$ cat src/mld_pkg.sv
`default_nettype none

package mld_pkg;

	localparam int LENGTH_BITS_DEF = 16;
	localparam int CFG_IDX_BITS = 1;

	localparam logic [7:0] START_MARKER_RST = 8'h02;
	localparam logic [7:0] END_MARKER_RST = 8'h03;

	typedef enum logic [CFG_IDX_BITS-1:0] {
		REG_START_MARKER = 1'b0,
		REG_END_MARKER   = 1'b1
	} reg_idx_t;

	typedef enum logic [1:0] {
		KIND_PAYLOAD = 2'd0,
		KIND_GOOD    = 2'd1,
		KIND_BAD     = 2'd2
	} kind_t;

	typedef struct packed {
		logic        valid;
		kind_t       kind;
		logic [7:0]  data;
		logic [15:0] length;
	} result_t;

endpackage

`default_nettype wire

$ cat src/mld_fsm.sv
`default_nettype none

module mld_fsm import mld_pkg::*; #(
	parameter int LENGTH_BITS = LENGTH_BITS_DEF
) (
	input  wire logic                    clk,
	input  wire logic                    arst_n,
	input  wire logic                    cfg_we,
	input  wire logic [CFG_IDX_BITS-1:0] cfg_index,
	input  wire logic [7:0]              cfg_data,
	input  wire logic                    accept,
	input  wire logic [7:0]              in_byte,
	output result_t                      res
);

	localparam int LEN_BYTES = (LENGTH_BITS + 7) / 8;
	localparam logic [LENGTH_BITS-1:0] LEN_BYTES_W = LENGTH_BITS'(LEN_BYTES);

	typedef enum logic [1:0] {
		PH_HUNT,
		PH_LENGTH,
		PH_PAYLOAD,
		PH_END
	} phase_t;

	phase_t                 phase_q, phase_d;
	logic [LENGTH_BITS-1:0] len_q, len_d;
	logic [LENGTH_BITS-1:0] left_q, left_d;
	logic [7:0]             start_q;
	logic [7:0]             end_q;
	logic [LENGTH_BITS-1:0] pos_diff;
	logic [1:0]             pos;
	logic [LENGTH_BITS-1:0] len_merged;

	assign pos_diff = LEN_BYTES_W - left_q;
	assign pos = pos_diff[1:0];
	assign len_merged = len_q | LENGTH_BITS'(32'(in_byte) << {pos, 3'b000});

	always_comb begin
		phase_d = phase_q;
		len_d = len_q;
		left_d = left_q;
		res.valid = 1'b0;
		res.kind = KIND_PAYLOAD;
		res.data = '0;
		res.length = 16'(len_q);
		if (accept) begin
			case (phase_q)
				PH_HUNT: begin
					if (in_byte == start_q) begin
						phase_d = PH_LENGTH;
						len_d = '0;
						left_d = LEN_BYTES_W;
					end
				end
				PH_LENGTH: begin
					len_d = len_merged;
					left_d = left_q - 1'b1;
					if (left_q == LENGTH_BITS'(1)) begin
						if (len_merged == '0) begin
							phase_d = PH_END;
						end else begin
							phase_d = PH_PAYLOAD;
							left_d = len_merged;
						end
					end
				end
				PH_PAYLOAD: begin
					res.valid = 1'b1;
					res.kind = KIND_PAYLOAD;
					res.data = in_byte;
					left_d = left_q - 1'b1;
					if (left_q == LENGTH_BITS'(1)) begin
						phase_d = PH_END;
					end
				end
				PH_END: begin
					res.valid = 1'b1;
					res.kind = (in_byte == end_q) ? KIND_GOOD : KIND_BAD;
					phase_d = PH_HUNT;
					left_d = '0;
				end
				default: begin
					phase_d = PH_HUNT;
				end
			endcase
		end
	end

	always_ff @(posedge clk or negedge arst_n) begin
		if (!arst_n) begin
			phase_q <= PH_HUNT;
			len_q <= '0;
			left_q <= '0;
			start_q <= START_MARKER_RST;
			end_q <= END_MARKER_RST;
		end else begin
			phase_q <= phase_d;
			len_q <= len_d;
			left_q <= left_d;
			if (cfg_we) begin
				case (cfg_index)
					REG_START_MARKER: start_q <= cfg_data;
					REG_END_MARKER:   end_q <= cfg_data;
					default: ;
				endcase
			end
		end
	end

	a_payload_count: assert property (@(posedge clk) disable iff (!arst_n)
		(phase_q == PH_PAYLOAD) |-> (left_q != '0))
		else $error("payload phase with no bytes left");

	a_length_count: assert property (@(posedge clk) disable iff (!arst_n)
		(phase_q == PH_LENGTH) |-> ((left_q != '0) && (left_q <= LEN_BYTES_W)))
		else $error("length byte count out of range");

endmodule

`default_nettype wire

$ cat src/mld_skid.sv
`default_nettype none

module mld_skid import mld_pkg::*; (
	input  wire logic    clk,
	input  wire logic    arst_n,
	input  wire result_t push,
	output logic         in_stall,
	input  wire logic    out_stall,
	output result_t      out_res
);

	logic    out_valid_q;
	logic    skid_valid_q;
	result_t out_q;
	result_t skid_q;
	logic    out_free;

	assign out_free = !out_valid_q || !out_stall;
	assign in_stall = skid_valid_q;

	always_ff @(posedge clk or negedge arst_n) begin
		if (!arst_n) begin
			out_valid_q <= 1'b0;
			skid_valid_q <= 1'b0;
		end else if (out_free) begin
			if (skid_valid_q) begin
				out_valid_q <= 1'b1;
				skid_valid_q <= 1'b0;
			end else begin
				out_valid_q <= push.valid;
			end
		end else if (push.valid) begin
			skid_valid_q <= 1'b1;
		end
	end

	always_ff @(posedge clk) begin
		if (out_free) begin
			out_q <= skid_valid_q ? skid_q : push;
		end else if (push.valid) begin
			skid_q <= push;
		end
	end

	always_comb begin
		out_res = out_q;
		out_res.valid = out_valid_q;
	end

	a_skid_behind_out: assert property (@(posedge clk) disable iff (!arst_n)
		skid_valid_q |-> out_valid_q)
		else $error("skid word held while output register is empty");

	a_skid_fill: assert property (@(posedge clk) disable iff (!arst_n)
		$rose(skid_valid_q) |-> $past(out_valid_q && out_stall))
		else $error("skid filled while output register was free");

endmodule

`default_nettype wire

$ cat src/marker_length_deframer.sv
// A result word is registered in the output register, or in the skid register while the output is stalled.
// Throughput: one input word per cycle unless stalled; each byte is decoded combinationally.
// Under output stall the skid register takes one more result word, and the input is then
// stalled until the output register drains.
// Reset (arst_n low, asynchronous): hunting for a start marker, length and count zero,
// markers back to 0x02 and 0x03, output and skid empty.
`default_nettype none

module marker_length_deframer import mld_pkg::*; #(
	parameter int LENGTH_BITS = LENGTH_BITS_DEF
) (
	input  wire logic                    clk,
	input  wire logic                    arst_n,
	input  wire logic                    cfg_we,
	input  wire logic [CFG_IDX_BITS-1:0] cfg_index,
	input  wire logic [7:0]              cfg_data,
	input  wire logic                    in_valid,
	output logic                         in_stall,
	input  wire logic [7:0]              in_byte,
	output logic                         out_valid,
	input  wire logic                    out_stall,
	output logic [1:0]                   kind,
	output logic [7:0]                   out_byte,
	output logic [15:0]                  frame_length
);

	logic    accept;
	result_t fsm_res;
	result_t out_res;

	assign accept = in_valid && !in_stall;

	mld_fsm #(
		.LENGTH_BITS(LENGTH_BITS)
	) u_fsm (
		.clk      (clk),
		.arst_n   (arst_n),
		.cfg_we   (cfg_we),
		.cfg_index(cfg_index),
		.cfg_data (cfg_data),
		.accept   (accept),
		.in_byte  (in_byte),
		.res      (fsm_res)
	);

	mld_skid u_skid (
		.clk      (clk),
		.arst_n   (arst_n),
		.push     (fsm_res),
		.in_stall (in_stall),
		.out_stall(out_stall),
		.out_res  (out_res)
	);

	assign out_valid = out_res.valid;
	assign kind = out_res.kind;
	assign out_byte = out_res.data;
	assign frame_length = out_res.length;

endmodule

`default_nettype wire

$ cat config.mk
export PLATFORM = sky130hd
export DESIGN_NAME = marker_length_deframer
export DESIGN_NICKNAME = d
export VERILOG_FILES = /design/src/mld_pkg.sv /design/src/mld_fsm.sv /design/src/mld_skid.sv /design/src/marker_length_deframer.sv
export SDC_FILE = /design/constraint.sdc
export NUM_CORES = 1
export LEC_CHECK = 0
export ABC_AREA = 0
export BUFFER_PORTS_ARGS = -buffer_cell sky130_fd_sc_hd__clkbuf_2
export CAP_MARGIN = 30
export CORE_MARGIN = 8
export CORE_UTILIZATION = 35
export CTS_CLUSTER_DIAMETER = 30
export CTS_CLUSTER_SIZE = 16
export DETAILED_ROUTE_END_ITERATION = 8
export PLACE_DENSITY = 0.5
export SLEW_MARGIN = 20
export SYNTH_ARGS = -nofsm -noshare
export SYNTH_HDL_FRONTEND = slang
export SYNTH_SLANG_ARGS = --single-unit
$ cat constraint.sdc
create_clock -name clk -period 4 [get_ports clk]
set_input_delay 1.2 -clock clk [delete_from_list [all_inputs] [get_ports clk]]
set_output_delay 1.2 -clock clk [all_outputs]
set_load 0.02 [all_outputs]
==> results by group <==
Status
  • Status: finished, final reports clean

Final layout
  • Area growth, synth to finish: 15.9%
  • # diodes: 0
  • NumNets Final: between 400 and 500
  • Non-Filler Instances: 619
  • Share of layout cells above drive strength 1: between 20% and 30%

Yosys
  • Avg Cell Area, Syn: 12.3 um2
  • Mux share of post-synthesis cell area: 7.75%
  • Cells after Synth: about 400
  • Adder-Cell Fraction of Synth Area: around 1.6%
  • Sequential share of the synthesized area: between 50% and 60%
  • Post-synthesis cell area: between 0.004 and 0.005 mm2
  • Syn Nets: ~420
  • XOR/XNOR share of the synthesized area: 3.84%
  • Yosys warning count: 0
  • Synth Area in Compound Gates: 12.5%
  • Async set or reset register ratio after synthesis: about half
  • Simple-gate share of the synthesized area: between 10% and 20%
  • Synth cell types: 52
  • Top FF cell, synth: edfxtp_1
  • Main combinational cell family by area after synthesis: compound AO/OA/AOI/OAI gates
  • Post-synthesis register bit count: approximately 100
  • EDFF count, synth: 52

Floorplanning
  • Die X: 133 um
  • Initial cell density of the core: a little over a third
  • DIE HEIGHT: about 130 um
  • Rows: 42
  • CORE AREA: about 0.013 mm2
  • Die ar.: around 0.018 mm2
  • Io pins: 50

Route
  • Vias: around 3300
  • Drt wl/cell: about 19 um
  • Drt drc: 0
  • Drt first pass iters: 5
  • Via density: approximately 5.4
  • Initial DRC Count: between 200 and 300
  • Final ANT Viol Nets: 0
  • Detailed Route WL: 11500 um

Global routing
  • Total grt overflow: 0
  • Vias in the first global route: ~3300
  • GRT Overall Usage: between 10% and 20%
  • Antenna violations before repair: 0
  • First-pass GRT wire length: around 19000 um
  • Largest net degree at the start of global routing: 44

Placement
  • Final Wtd Congestion: 0.861
  • IO buf count: just under 50
  • Post-DP HPWL: 8190 um
  • Post-Place Cells: roughly 600

Worst setup path
  • Worst setup SP type: input port
  • WP buf/inv: 2
  • CP required: about 4.2 ns
  • Max FO, Critical Path: 10
  • Top delay family on crit path: compound AO/OA/AOI/OAI gates
  • Crit. End Element: flip-flop
  • Worst setup path class: in2reg
  • Slowest stage cell, crit path: o32ai_1
  • CP arrival: roughly 3.3 ns
  • CP Cell Sequence: clkbuf_2 -> nor2b_1 -> nand2_1 -> o32ai_1 -> buf_4 -> o21ai_0 -> a211o_1
  • Delay of the slowest critical-path stage: approximately 0.64 ns

Clock network
  • CTS Hold Buffers Added: 0
  • Clk buf depth: 2
  • Post-cts sizing count: 0
  • Root Buffer: clkbuf_16
  • Clk Latency, worst-skew pair: ~0.35 ns
  • Max H-tree Level: 3
  • Clock transition at path regs: 0.07 ns
  • CTS Buf Count: 9
  • Post-CTS Setup Repair Bufs: 0
  • Clock tree from TritonCTS: yes
  • CTS sink cnt: roughly 100

Timing
  • Sum of negative setup slack: 0 ns
  • RSZ-0062 raised after global routing: no
  • Fin Clk Skew: ~0.0065 ns
  • Tmin final: around 3 ns
  • Fin crit share: 75.6%
  • Rel. slew slack: 54.4%
  • Worst slew pin tran: 0.683 ns
  • Slew Limit Fails: 0
  • Final setup viols: 0
  • Max Freq: approximately 0.33 GHz
  • Hold Vio Cnt, Final: 0

Hold path
  • Worst Hold Class: reg2reg

Power
  • Power per cell area: between 700 and 800 mW/mm2
  • Total power: a little over 4000 uW
  • Max IR drop VDD: approximately 0.32 mV
  • Pleak: roughly 0.0024 uW

Flow run
  • Max-cap viol count: 0
[cell usage in the layout (no fill, tap or decap), drive strengths merged, types with 2 or more instances in the layout]
| cell type | synthesis | layout |
|---|---|---|
| clkbuf | 12 | 60 |
| edfxtp | 52 | 52 |
| dfrtp | 49 | 49 |
| mux2 | 33 | 33 |
| a21oi | 29 | 29 |
| nor2 | 26 | 26 |
| nand2 | 25 | 25 |
| xnor2 | 17 | 17 |
| nor3 | 13 | 13 |
| o21ai | 13 | 13 |
| nor4 | 11 | 11 |
| a21o | 11 | 11 |
| and3 | 9 | 9 |
| inv | 7 | 9 |
| a22o | 8 | 8 |
| buf | 7 | 7 |
| nand3 | 6 | 6 |
| ha | 6 | 6 |
| nand4 | 5 | 5 |
| a211o | 5 | 5 |
| xor2 | 4 | 4 |
| a31oi | 4 | 4 |
| or3 | 4 | 4 |
| nor2b | 3 | 3 |
| nand2b | 3 | 3 |
| o22ai | 3 | 3 |
| dfstp | 3 | 3 |
| or4 | 3 | 3 |
| a22oi | 2 | 2 |
| a31o | 2 | 2 |
| a211oi | 2 | 2 |
| bufinv | 0 | 2 |
[stage by stage]
step / hold WS [ns] / setup WS, ns / utilization [%] / instance area [um2]
6_report: 0.518 / 0.976 / 41.8 / 5560
5_1_grt: 0.537 / 0.785 / 41.8 / 5560
4_1_cts: 0.514 / 1.05 / 41.8 / 5560
3_5_place_dp: 0.505 / 0.709 / 39.4 / 5240
3_3_place_gp: 0.508 / 0.801 / 39.4 / 5230
2_1_floorplan: 0.457 / 0.617 / - / 4800
[worst register-to-register path, delay by kind of cell (launching register included)]
kind | cells | cell delay [ns]
and+or+nand+nor | 2 | 1.05
DFF | 1 | 0.44
AOI/OAI and AO/OA | 4 | 1.28
[where the power goes]
group          internal (uW)  switching [uW]
clock                    556             401
sequential              1500             276
combinational            526             872
[metal layers]
| metal | track usage [%] | part of all wire [%] |
|---|---|---|
| met1 | 18.6 | 48 |
| met2 | 19.9 | 44 |
| met3 | 4.54 | 7.0 |
| met4 | 3.85 | 1.4 |
| met5 | 0 | 0 |
[kinds of logic after synthesis]
| family | Yosys count |
|---|---|
| xor gates and xnor gates | 21 |
| AOI/OAI and AO/OA | 86 |
| muxes | 33 |
| buffers and inverters | 26 |
| and+or+nand+nor | 114 |
| adders and majority gates | 6 |
| DFF | 104 |
[Yosys cell counts, types with 4 or more instances]
cell	number	area (um2)
dfrtp_1	49	1230
xnor2_1	17	149
nand3_1	6	30.0
a21oi_1	29	145
inv_1	7	26.3
xor2_1	4	35.0
a22o_1	8	70.1
o21ai_0	10	50.1
mux2_2	33	372
nor3_1	13	65.1
and3_1	9	56.3
nand4_1	5	31.3
edfxtp_1	52	1560
nand2_1	25	93.8
nor4_1	11	68.8
a211o_1	4	35.0
clkbuf_1	12	45.0
ha_1	6	75.1
a21o_1	11	82.6
nor2_1	26	97.6
[layout make-up]
| class | instances | area (um2) |
|---|---|---|
| fillers | 1283 | 7740 |
| well taps | 176 | 220 |
| inverters | 7 | 26.3 |
| clock buffers | 11 | 233 |
| repair buffers | 56 | 300 |
| multi-input cells | 260 | 1820 |
| flip-flops and latches | 104 | 2870 |
| clock inverters | 5 | 87.6 |
[path summary, 6_finish.rpt]
kind	from	end	slack [ns]	depth (start not counted)
setup / recovery	in_valid	u_fsm.left_q[10]	0.98	7
hold / removal	u_fsm.left_q[9]	u_fsm.left_q[9]	0.52	1
setup reg to reg	u_fsm.left_q[6]	u_fsm.left_q[10]	1.11	6
hold reg to reg	u_fsm.left_q[9]	u_fsm.left_q[9]	0.52	1
max in group asynchronous	arst_n	u_fsm.len_q[15]	2.53	2
min in group asynchronous	arst_n	u_fsm.phase_q[0]	0.89	1
[flip-flops by register name, summed over array words and instances, names as in the netlist]
name	flops
u_fsm.end_q	8
u_fsm.left_q	16
u_fsm.len_q	16
u_fsm.phase_q	2
u_fsm.start_q	8
u_skid.in_stall	1
u_skid.out_res	26
u_skid.out_valid_q	1
u_skid.skid_q	26
Note: power is estimated with default switching activity, not from simulation.
